### src/rtl/core/lfwd_pkg.sv
// lfwd_pkg: field widths shared by the least-loaded dispatch block
// no dependencies
package lfwd_pkg;

  // fixed transaction field widths
  localparam int AmountWidth = 16;
  localparam int ChosenWidth = 2;
  localparam int SortedWidth = 32;
  localparam int ReportCount = 4;

endpackage

### src/rtl/core/least_loaded_four_way_dispatch.sv
// least_loaded_four_way_dispatch: greedy least-loaded assignment over bins
// depends on lfwd_pkg
//
// path: stage 1 register, then result register; out_stall_i can hold a result in either
// throughput: one transaction per cycle while in_stall_o is low; the argmin tree plus the
//   saturating add on the bin totals closes the per-item loop combinationally
// reset: bin totals clear to zero and both pipeline stages empty
module least_loaded_four_way_dispatch #(
  parameter int BinCount   = 4,
  parameter int TotalWidth = 32
) (
  input  logic                              clk_i,
  input  logic                              rst_ni,
  input  logic                              in_valid_i,
  output logic                              in_stall_o,
  input  logic [lfwd_pkg::AmountWidth-1:0]  amount_i,
  input  logic                              last_item_i,
  output logic                              out_valid_o,
  input  logic                              out_stall_i,
  output logic [lfwd_pkg::ChosenWidth-1:0]  chosen_bin_o,
  output logic                              totals_valid_o,
  output logic [lfwd_pkg::SortedWidth-1:0]  sorted_first_o,
  output logic [lfwd_pkg::SortedWidth-1:0]  sorted_second_o,
  output logic [lfwd_pkg::SortedWidth-1:0]  sorted_third_o,
  output logic [lfwd_pkg::SortedWidth-1:0]  sorted_fourth_o
);
  import lfwd_pkg::*;

  localparam int IdxWidth  = (BinCount > 1) ? $clog2(BinCount) : 1;
  localparam int TreeLeafs = 1 << IdxWidth;
  localparam int SumWidth  = ((TotalWidth > AmountWidth) ? TotalWidth : AmountWidth) + 1;
  localparam int ClipWidth = (TotalWidth > SortedWidth) ? TotalWidth : SortedWidth;

  typedef logic [BinCount-1:0][TotalWidth-1:0] totals_t;

  // handshake control
  logic s1_valid_q, out_valid_q;
  logic s1_ready, out_ready, in_acc;

  assign out_ready  = !out_valid_q || !out_stall_i;
  assign s1_ready   = !s1_valid_q || out_ready;
  assign in_acc     = in_valid_i && s1_ready;
  assign in_stall_o = !s1_ready;

  // running totals
  totals_t totals_q, totals_d, totals_new;

  // argmin tree, ties resolve to the lower index (left child)
  logic [TotalWidth-1:0] node_val [1:2*TreeLeafs-1];
  logic [IdxWidth-1:0]   node_idx [1:2*TreeLeafs-1];

  always_comb begin
    for (int l = 0; l < TreeLeafs; l++) begin
      if (l < BinCount) begin
        node_val[TreeLeafs + l] = totals_q[l];
      end else begin
        node_val[TreeLeafs + l] = '1;
      end
      node_idx[TreeLeafs + l] = IdxWidth'(l);
    end
    for (int n = TreeLeafs - 1; n >= 1; n--) begin
      if (node_val[2*n] <= node_val[2*n+1]) begin
        node_val[n] = node_val[2*n];
        node_idx[n] = node_idx[2*n];
      end else begin
        node_val[n] = node_val[2*n+1];
        node_idx[n] = node_idx[2*n+1];
      end
    end
  end

  // saturating add into the chosen bin
  logic [IdxWidth-1:0]   best_idx;
  logic [SumWidth-1:0]   sum_full;
  logic [TotalWidth-1:0] sum_sat;

  assign best_idx = node_idx[1];
  assign sum_full = SumWidth'(node_val[1]) + SumWidth'(amount_i);
  assign sum_sat  = (sum_full > SumWidth'({TotalWidth{1'b1}})) ? '1
                                                                : sum_full[TotalWidth-1:0];

  always_comb begin
    totals_new = totals_q;
    totals_new[best_idx] = sum_sat;
    totals_d = totals_q;
    if (in_acc) begin
      totals_d = last_item_i ? '0 : totals_new;
    end
  end

  // stage 1 payload: chosen bin and snapshot of the updated totals
  totals_t               s1_totals_q;
  logic [IdxWidth-1:0]   s1_bin_q;
  logic                  s1_last_q;

  always_ff @(posedge clk_i or negedge rst_ni) begin
    if (!rst_ni) begin
      totals_q    <= '0;
      s1_valid_q  <= 1'b0;
      out_valid_q <= 1'b0;
    end else begin
      totals_q <= totals_d;
      if (s1_ready) begin
        s1_valid_q <= in_valid_i;
      end
      if (out_ready) begin
        out_valid_q <= s1_valid_q;
      end
    end
  end

  always_ff @(posedge clk_i) begin
    if (in_acc) begin
      s1_totals_q <= totals_new;
      s1_bin_q    <= best_idx;
      s1_last_q   <= last_item_i;
    end
  end

  // rank each total: count smaller ones, ties broken by bin index
  logic [IdxWidth:0]                          rank [BinCount];
  logic [ReportCount-1:0][SortedWidth-1:0]    sorted_d;
  logic [ClipWidth-1:0]                       clip_ext;
  logic [SortedWidth-1:0]                     clip_val;

  always_comb begin
    for (int i = 0; i < BinCount; i++) begin
      rank[i] = '0;
      for (int j = 0; j < BinCount; j++) begin
        if ((s1_totals_q[j] < s1_totals_q[i]) ||
            ((s1_totals_q[j] == s1_totals_q[i]) && (j < i))) begin
          rank[i] = rank[i] + 1'b1;
        end
      end
    end
    sorted_d = '0;
    clip_ext = '0;
    clip_val = '0;
    for (int i = 0; i < BinCount; i++) begin
      clip_ext = ClipWidth'(s1_totals_q[i]);
      clip_val = (clip_ext > ClipWidth'({SortedWidth{1'b1}})) ? '1
                                                             : clip_ext[SortedWidth-1:0];
      for (int k = 0; k < ReportCount; k++) begin
        if (s1_last_q && (rank[i] == (IdxWidth+1)'(k))) begin
          sorted_d[k] = sorted_d[k] | clip_val;
        end
      end
    end
  end

  // result register
  logic [ChosenWidth-1:0]                  out_bin_q;
  logic                                    out_last_q;
  logic [ReportCount-1:0][SortedWidth-1:0] out_sorted_q;

  always_ff @(posedge clk_i) begin
    if (out_ready && s1_valid_q) begin
      out_bin_q    <= ChosenWidth'(s1_bin_q);
      out_last_q   <= s1_last_q;
      out_sorted_q <= sorted_d;
    end
  end

  assign out_valid_o     = out_valid_q;
  assign chosen_bin_o    = out_bin_q;
  assign totals_valid_o  = out_last_q;
  assign sorted_first_o  = out_sorted_q[0];
  assign sorted_second_o = out_sorted_q[1];
  assign sorted_third_o  = out_sorted_q[2];
  assign sorted_fourth_o = out_sorted_q[3];

  // a last transaction leaves every bin total cleared
  a_clear_on_last: assert property (@(posedge clk_i) disable iff (!rst_ni)
    in_acc && last_item_i |=> totals_q == '0)
    else $error("bin totals not cleared after last transaction");

  // plain results carry no totals
  a_no_totals_plain: assert property (@(posedge clk_i) disable iff (!rst_ni)
    out_valid_o && !totals_valid_o |->
      (sorted_first_o == '0) && (sorted_second_o == '0) &&
      (sorted_third_o == '0) && (sorted_fourth_o == '0))
    else $error("sorted totals nonzero on a plain result");

  // reported totals come out in ascending order
  a_sorted_order: assert property (@(posedge clk_i) disable iff (!rst_ni)
    out_valid_o && totals_valid_o && (BinCount >= ReportCount) |->
      (sorted_first_o <= sorted_second_o) && (sorted_second_o <= sorted_third_o) &&
      (sorted_third_o <= sorted_fourth_o))
    else $error("reported totals out of order");

  // an accepted transaction with a free result side reaches the output next cycle
  a_flow: assert property (@(posedge clk_i) disable iff (!rst_ni)
    s1_valid_q && out_ready |=> out_valid_o)
    else $error("stage 1 transaction lost");

endmodule
### config.mk
export PLATFORM = sky130hd
export DESIGN_NAME = least_loaded_four_way_dispatch
export DESIGN_NICKNAME = d
export VERILOG_FILES = /design/src/rtl/core/lfwd_pkg.sv /design/src/rtl/core/least_loaded_four_way_dispatch.sv
export SDC_FILE = /design/constraint.sdc
export NUM_CORES = 1
export LEC_CHECK = 0
export ABC_AREA = 1
export ABC_CLOCK_PERIOD_IN_PS = 6780
export BUFFER_PORTS_ARGS = -buffer_cell sky130_fd_sc_hd__buf_2
export CORE_AREA = 2 2 234 236
export CTS_CLUSTER_SIZE = 30
export DETAILED_ROUTE_END_ITERATION = 6
export DIE_AREA = 0 0 236 238
export GPL_ROUTABILITY_DRIVEN = 0
export HOLD_SLACK_MARGIN = 0.1
export PLACE_DENSITY_LB_ADDON = 0.1
export SYNTH_ARGS = -nofsm -noshare
export SYNTH_HDL_FRONTEND = slang
export SYNTH_SLANG_ARGS = --single-unit
### constraint.sdc
create_clock -name clk_i -period 6.78 [get_ports clk_i]
set_input_delay 1.356 -clock clk_i [delete_from_list [all_inputs] [get_ports clk_i]]
set_output_delay 1.356 -clock clk_i [all_outputs]
set_load 0.03 [all_outputs]
==> results of run 1 <==
## cell type report
type / count / area (um2) / area share (%)
well taps: 696 / 871 / 2.81
multi-input cells: 2471 / 14600 / 47.2
clock buffers: 51 / 1180 / 3.80
inverters: 384 / 1450 / 4.67
clock inverters: 29 / 393 / 1.27
flip-flops and latches: 392 / 11100 / 35.9
repair buffers: 218 / 1350 / 4.36
## sequential cells by signal (all words and copies together) (netlist names), 32 cells and up
signal	flops
node_val	128
s1_totals_q	96
clip_ext	32
sorted_first_o	32
sorted_fourth_o	32
sorted_second_o	32
sorted_third_o	32
## stage by stage
| step | setup TNS, ns | hold slack, ns | worst slack [ns] | cell area, um2 | util [%] |
|---|---|---|---|---|---|
| 3_3_place_gp | 0 | 0.409 | 0.0239 | 29200 | 54.5 |
| 6_report | 0 | 0.420 | 0.322 | 31000 | 57.9 |
| 5_1_grt | -0.187 | 0.422 | -0.0331 | 31000 | 57.9 |
| 3_5_place_dp | -0.0117 | 0.405 | -0.0117 | 29200 | 54.5 |
| 2_1_floorplan | 0 | 0.400 | 0.465 | 27500 | - |
| 4_1_cts | 0 | 0.420 | 0.0205 | 30700 | 57.5 |
## how the worst max path moves through the flow
stage	to	slack (ns)
2_1_floorplan	clip_ext[0]	0.47
3_3_place_gp	s1_totals_q[50]	0.02
3_5_place_dp	s1_totals_q[50]	-0.01
4_1_cts	s1_totals_q[50]	0.02
5_1_grt	node_val[55]	-0.03
6_report	clip_ext[21]	0.32
## critical path: cells and delay by family, from the launching register on
family                   cells  cell delay [ns]
buffers and inverters        4             0.66
XOR/XNOR                     1             0.18
AND/OR/NAND/NOR             19             2.87
adder cells (fa/ha/maj)      3             1.03
AO/OA/AOI/OAI                5             1.03
flip-flops                   1             0.38
## kinds of logic (layout without fill, tap and decap cells)
| kind of cell | Yosys count | in the layout | synth area share, % |
|---|---|---|---|
| buffers and inverters | 538 | 682 | 7.54 |
| AOI/OAI and AO/OA | 492 | 492 | 10.1 |
| and+or+nand+nor | 1643 | 1643 | 26.9 |
| adders and majority gates | 313 | 313 | 14.3 |
| xor gates and xnor gates | 23 | 23 | 0.732 |
| DFF | 392 | 392 | 40.4 |
## routing by layer
metal	vias to the layer above	share of wire [%]
met3	233	12
met2	1656	41
met5	-	0
met1	12200	43
li1	12000	-
met4	0	3.5
## cells in the final DEF (no fill, tap or decap), drive strengths merged, types with 2 or more instances in the layout
| cell | netlist | layout |
|---|---|---|
| or2 | 7 | 7 |
| o2111ai | 3 | 3 |
| o22ai | 60 | 60 |
| nand2 | 911 | 911 |
| dfrtp | 130 | 130 |
| o21ai | 182 | 182 |
| ha | 312 | 312 |
| inv | 383 | 386 |
| a21o | 4 | 4 |
| xnor2 | 12 | 12 |
| and2 | 19 | 19 |
| o21bai | 3 | 3 |
| o21a | 26 | 26 |
| o211ai | 12 | 12 |
| nand3b | 4 | 4 |
| clkbuf | 126 | 52 |
| a221oi | 2 | 2 |
| a21oi | 158 | 158 |
| bufinv | 0 | 8 |
| a31oi | 10 | 10 |
| nor3 | 18 | 18 |
| clkinv | 1 | 15 |
| nor2 | 107 | 107 |
| a21boi | 12 | 12 |
| nor4 | 7 | 7 |
| xor2 | 11 | 11 |
| o221ai | 7 | 7 |
| nand3 | 396 | 396 |
| nand4 | 173 | 173 |
| edfxtp | 262 | 262 |
| clkinvlp | 0 | 4 |
| buf | 28 | 217 |
| a211oi | 10 | 10 |
## timing repair
item	CTS	global route
hold buffers	0	0
gates resized for setup	1	65
cloned	0	1
setup buffers	0	3
pin swaps	0	7
endpoints found under the hold margin	0	0
setup endpoints to repair	1	256
==> impl_metrics.json, run 1 <==
{
  "cts_buffer_depth": 3,
  "r2r_slack_ns": 0.32,
  "rr_endpoint": "clip_ext[21]",
  "synth_seq_cells": 392,
  "route.detailed.drc": 1,
  "holdPathEnd": "chosen_bin_o[0]",
  "cts_buffers": 43,
  "path_class": "flop to flop",
  "startpoint": "node_val[31]",
  "dieArea_um2": 56200,
  "drt-pass1-iter-count": 7,
  "finClkSkew_ns": 0.0230,
  "drive_gt1_share_pct": 11.5,
  "die_h_um": 238,
  "synthCells": 3401,
  "cap_violations": 0,
  "die_w_um": 236,
  "hold_start": "s1_bin_q[0]",
  "outcome": "complete, but fails checks",
  "cp_slowest_stage_delay_ns": 0.41,
  "grt_pass1_wl_um": 140000,
  "cts_tree": "built",
  "syn_to_final_growth_pct": 12.6,
  "start_util_pct": 51.4,
  "worst_path_most_repeated_cell": "nand2_1",
  "fp.coreArea_um2": 53500,
  "tightest_slew_ns": 1.24,
  "antenna_found_initial": 0,
  "io_pins": 154,
  "grtUsageMet3_pct": 6.70,
  "ys_seq_area_share_pct": 40.4,
  "io_buffers": 153,
  "vias": 26100,
  "holdPathStages": 0,
  "slew_headroom_pct": 17.4,
  "grt_overflow_total": 0,
  "yosysUniqueCellTypes": 55,
  "cp.arrival_ns": 6.76,
  "setup_viol": 0,
  "synth.top_cell.area_share_pct": 28.6,
  "violations": "design-rule violations",
  "avgRoutedWirePerCell_um": 21.4,
  "max_freq_mhz": 155,
  "drt-initial-drc-count": 4086,
  "grt_usage_pct": 31.8,
  "post_drt_via_cell_ratio": 6.15,
  "global_route.peak_usage_layer": "met1",
  "reg2reg_from": "node_val[31]",
  "synth.most_common_cell": "nand2_1",
  "first_global_vias": 24300,
  "cp-start-kind": "flop",
  "yosys-top-cells-count": "nand2_1, nand3_1, inv_1",
  "critPathRequiredTime_ns": 7.08,
  "rows": 85,
  "slowest_stage": "ha_1",
  "diodes": 0,
  "synthesis.area_um2": 27500,
  "grt_max_degree": 132,
  "syn_avg_cell_area_um2": 8.09,
  "drtAntennaViolNets": 0,
  "dp_cells": 4157,
  "ys_top_cells_by_area": "edfxtp_1, ha_1, nand2_1",
  "synthFlopType": "edfxtp_1",
  "yosysTopAreaCell": "edfxtp_1",
  "min_period_ns": 6.46,
  "crit_fanout": 34,
  "yosysWarnings": 0,
  "cts_max_level": 2,
  "path_clk_slew_ns": 0.06,
  "n_fill_cell": 4733,
  "finalHoldViolCount": 0,
  "dp_hpwl_um": 65300,
  "root_buffer": "clkbuf_16",
  "met1_usage_pct": 47.3,
  "final_nets": 3844,
  "clock_sinks": 392,
  "syn-num-nets": 3735,
  "setup.worst_path.end_class": "flop",
  "wl_um": 90700,
  "grt_setup_unrepaired": "true",
  "insertion_delay_ns": 0.59,
  "r2r_cells": 32,
  "finalNonFillerCells": 4241,
  "finalMaxSlewViolations": 0,
  "worstHoldPathType": "flop to flop",
  "period_share_pct": 95.2,
  "synth_edf_count": 262,
  "grt_use_met2_pct": 45.4,
  "async_flop_share_pct": 33.2
}
Power of run 1 is not shown: default switching activity piles up to over one toggle a cycle in this logic, so the estimate is an artifact.
==> run 2: changes to the inputs <==
--- a/config.mk
+++ b/config.mk
@@ -5,13 +5,13 @@
 export SDC_FILE = /design/constraint.sdc
 export NUM_CORES = 1
 export LEC_CHECK = 0
-export ABC_AREA = 1
+export ABC_AREA = 0
 export ABC_CLOCK_PERIOD_IN_PS = 6780
 export BUFFER_PORTS_ARGS = -buffer_cell sky130_fd_sc_hd__buf_2
-export CORE_AREA = 2 2 234 236
+export CORE_AREA = 2 2 231 233
 export CTS_CLUSTER_SIZE = 30
 export DETAILED_ROUTE_END_ITERATION = 6
-export DIE_AREA = 0 0 236 238
+export DIE_AREA = 0 0 233 235
 export GPL_ROUTABILITY_DRIVEN = 0
 export HOLD_SLACK_MARGIN = 0.1
 export PLACE_DENSITY_LB_ADDON = 0.1
==> run 2 against run 1 <==
Against the previous run:
- the flow finishes with violations (max-capacitance violations, negative setup slack)
- non-clock buffer count rose by 413
- highest routed layer unchanged
- sequential share of layout area decreased by 4.8 points
- synthesized cell count shrank 17%
- register-to-register slack worse by 0.80 ns
- area after synthesis is 1.9% lower
==> impl_metrics.json, run 2 <==
{
  "ys_top_cells_by_area": "edfxtp_1, ha_1, dfrtp_1",
  "largest-register": "node_val",
  "violations": "max-capacitance violations, negative setup slack",
  "final_nets": 3680,
  "hold_buffers": 0,
  "slowest_stage": "fa_2",
  "synth-simple-area-share_pct": 12.1,
  "wl_um": 100000,
  "synth.area.mux_share_pct": 2.88,
  "cts_tree": "built",
  "start_util_pct": 51.7,
  "grt_setup_unrepaired": "true",
  "reg_top3": "node_val x128, s1_totals_q x96",
  "cap_violations": 1,
  "grt_overflow_total": 0,
  "drtAntennaViolNets": 0,
  "yosys-top-cells-count": "nand2_1, ha_1, edfxtp_1",
  "holdPathEnd": "chosen_bin_o[0]",
  "rows": 84,
  "holdPathStages": 0,
  "fp.coreArea_um2": 52200,
  "synth_edf_count": 262,
  "setup_viol": 256,
  "dp_hpwl_um": 71000,
  "finClkSkew_ns": 0.0330,
  "drt-initial-drc-count": 3750,
  "route.detailed.drc": 0,
  "insertion_delay_ns": 0.60,
  "synth.top_cell.area_share_pct": 29.2,
  "r2r_cells": 36,
  "yosysTopAreaCell": "edfxtp_1",
  "syn_to_final_growth_pct": 32.5,
  "tightest_slew_ns": 1.49,
  "worst_path_most_repeated_cell": "buf_6",
  "cts_max_level": 2,
  "crit_fanout": 7,
  "ys_seq_area_share_pct": 41.2,
  "async_flop_share_pct": 33.2,
  "worstHoldPathType": "flop to flop",
  "finalSetupTns_ns": -82.73,
  "syn-num-nets": 3147,
  "min_period_ns": 7.26,
  "hold_start": "s1_bin_q[0]",
  "rr_endpoint": "node_val[60]",
  "cts_buffers": 42,
  "io_pins": 154,
  "slew_headroom_pct": 0.268,
  "die_h_um": 235,
  "largest_register_ffs": 128,
  "vias": 26300,
  "critPathRequiredTime_ns": 7.26,
  "fin_ws_ns": -0.478,
  "reg2reg_from": "node_val[90]",
  "synthXorXnorAreaFrac_pct": 0.617,
  "layout_commonest_cell": "buf_4",
  "syn_avg_cell_area_um2": 9.59,
  "cp.arrival_ns": 7.74,
  "io_buffers": 153,
  "drt-pass1-iter-count": 6,
  "path_clk_slew_ns": 0.06,
  "clock_sinks": 392,
  "yosysUniqueCellTypes": 83,
  "cts_buffer_depth": 3,
  "r2r_slack_ns": -0.48,
  "post_drt_via_cell_ratio": 6.47,
  "grt_max_degree": 131,
  "synthCells": 2813,
  "period_share_pct": 107,
  "synth_top_family_by_area": "compound AO/OA/AOI/OAI gates",
  "yosysWarnings": 0,
  "root_buffer": "clkbuf_16",
  "synth_seq_cells": 392,
  "dieArea_um2": 54800,
  "setup.worst_path.end_class": "flop",
  "max_freq_mhz": 138,
  "synthesis.area_um2": 27000,
  "first_global_vias": 25800,
  "outcome": "complete, but fails checks",
  "cp_slowest_stage_delay_ns": 0.40,
  "cp-start-kind": "flop",
  "synthFlopType": "edfxtp_1",
  "layout_common_cells": "buf_4, nand2_1, ha_1, edfxtp_1, inv_1",
  "finalHoldViolCount": 0,
  "synthAdderAreaFrac_pct": 14.5,
  "antenna_found_initial": 0,
  "die_w_um": 233,
  "drive_gt1_share_pct": 31.9,
  "grt_pass1_wl_um": 150000,
  "avgRoutedWirePerCell_um": 24.7,
  "grt_usage_pct": 35.5,
  "synth.most_common_cell": "nand2_1",
  "path_class": "flop to flop",
  "synth_compound_area_share_pct": 23.5,
  "diodes": 0,
  "finalMaxSlewViolations": 0
}
==> run 2: worst max path at each step <==
stage                       from               to  cells after the start
global placement    node_val[15]  s1_totals_q[63]                     29
detailed placement  node_val[13]  s1_totals_q[31]                     33
global route        node_val[83]     node_val[60]                     36
finish              node_val[90]     node_val[60]                     36
floorplan           node_val[41]  s1_totals_q[63]                     36
CTS                 node_val[46]  s1_totals_q[94]                     31
==> run 2: final cells by class <==
cell class / instances / area, um2
multi-input cells: 2062 / 16500
fillers: 3876 / 16500
flip-flops and latches: 392 / 11100
repair buffers: 631 / 5010
clock buffers: 54 / 1140
well taps: 688 / 861
inverters: 217 / 817
clock inverters: 23 / 299
==> run 2: repair_timing <==
| action | CTS | global route |
|---|---|---|
| gates cloned | 2 | 0 |
| setup endpoints to repair | 256 | 256 |
| buffers inserted | 42 | 33 |
| pin swaps | 67 | 65 |
| gates resized for setup | 248 | 260 |
==> run 2: cells by family (layout without fill, tap and decap cells) <==
kind of cell / after synthesis / after routing
simple gates: 700 / 700
xor+xnor: 19 / 19
mux: 71 / 71
compound gates: 959 / 959
buf+inv: 359 / 925
flops: 392 / 392
fa+ha+maj: 313 / 313
==> run 2: worst max-delay path, delay by kind of cell, from the launching register on <==
| family | cells | cell delay, ns |
|---|---|---|
| buf+inv | 9 | 1.10 |
| fa+ha+maj | 4 | 1.22 |
| mux | 2 | 0.53 |
| simple gates | 10 | 1.96 |
| flops | 1 | 0.36 |
| compound gates | 11 | 1.98 |
==> run 2: metrics by stage <==
step	utilization, %	hold slack (ns)	area (um2)	std cells	setup WS [ns]
global placement	60.5	0.403	31600	3921	-0.545
detailed placement	60.5	0.410	31600	3921	-0.664
finish	68.5	0.444	35800	4067	-0.478
floorplan	-	0.400	27300	2813	-0.451
global route	68.5	0.464	35800	4067	-0.649
CTS	65.8	0.447	34400	4040	-0.324
==> run 2: per-layer routing <==
layer | part of all wire, % | wire, um | track usage (%)
met1 | 39 | 39600 | 49.7
met2 | 45 | 44700 | 53.9
met3 | 11 | 11500 | 7.22
met4 | 4.6 | 4570 | 14.0
met5 | 0 | 0 | 0
Power of run 2 is left out for the same reason.
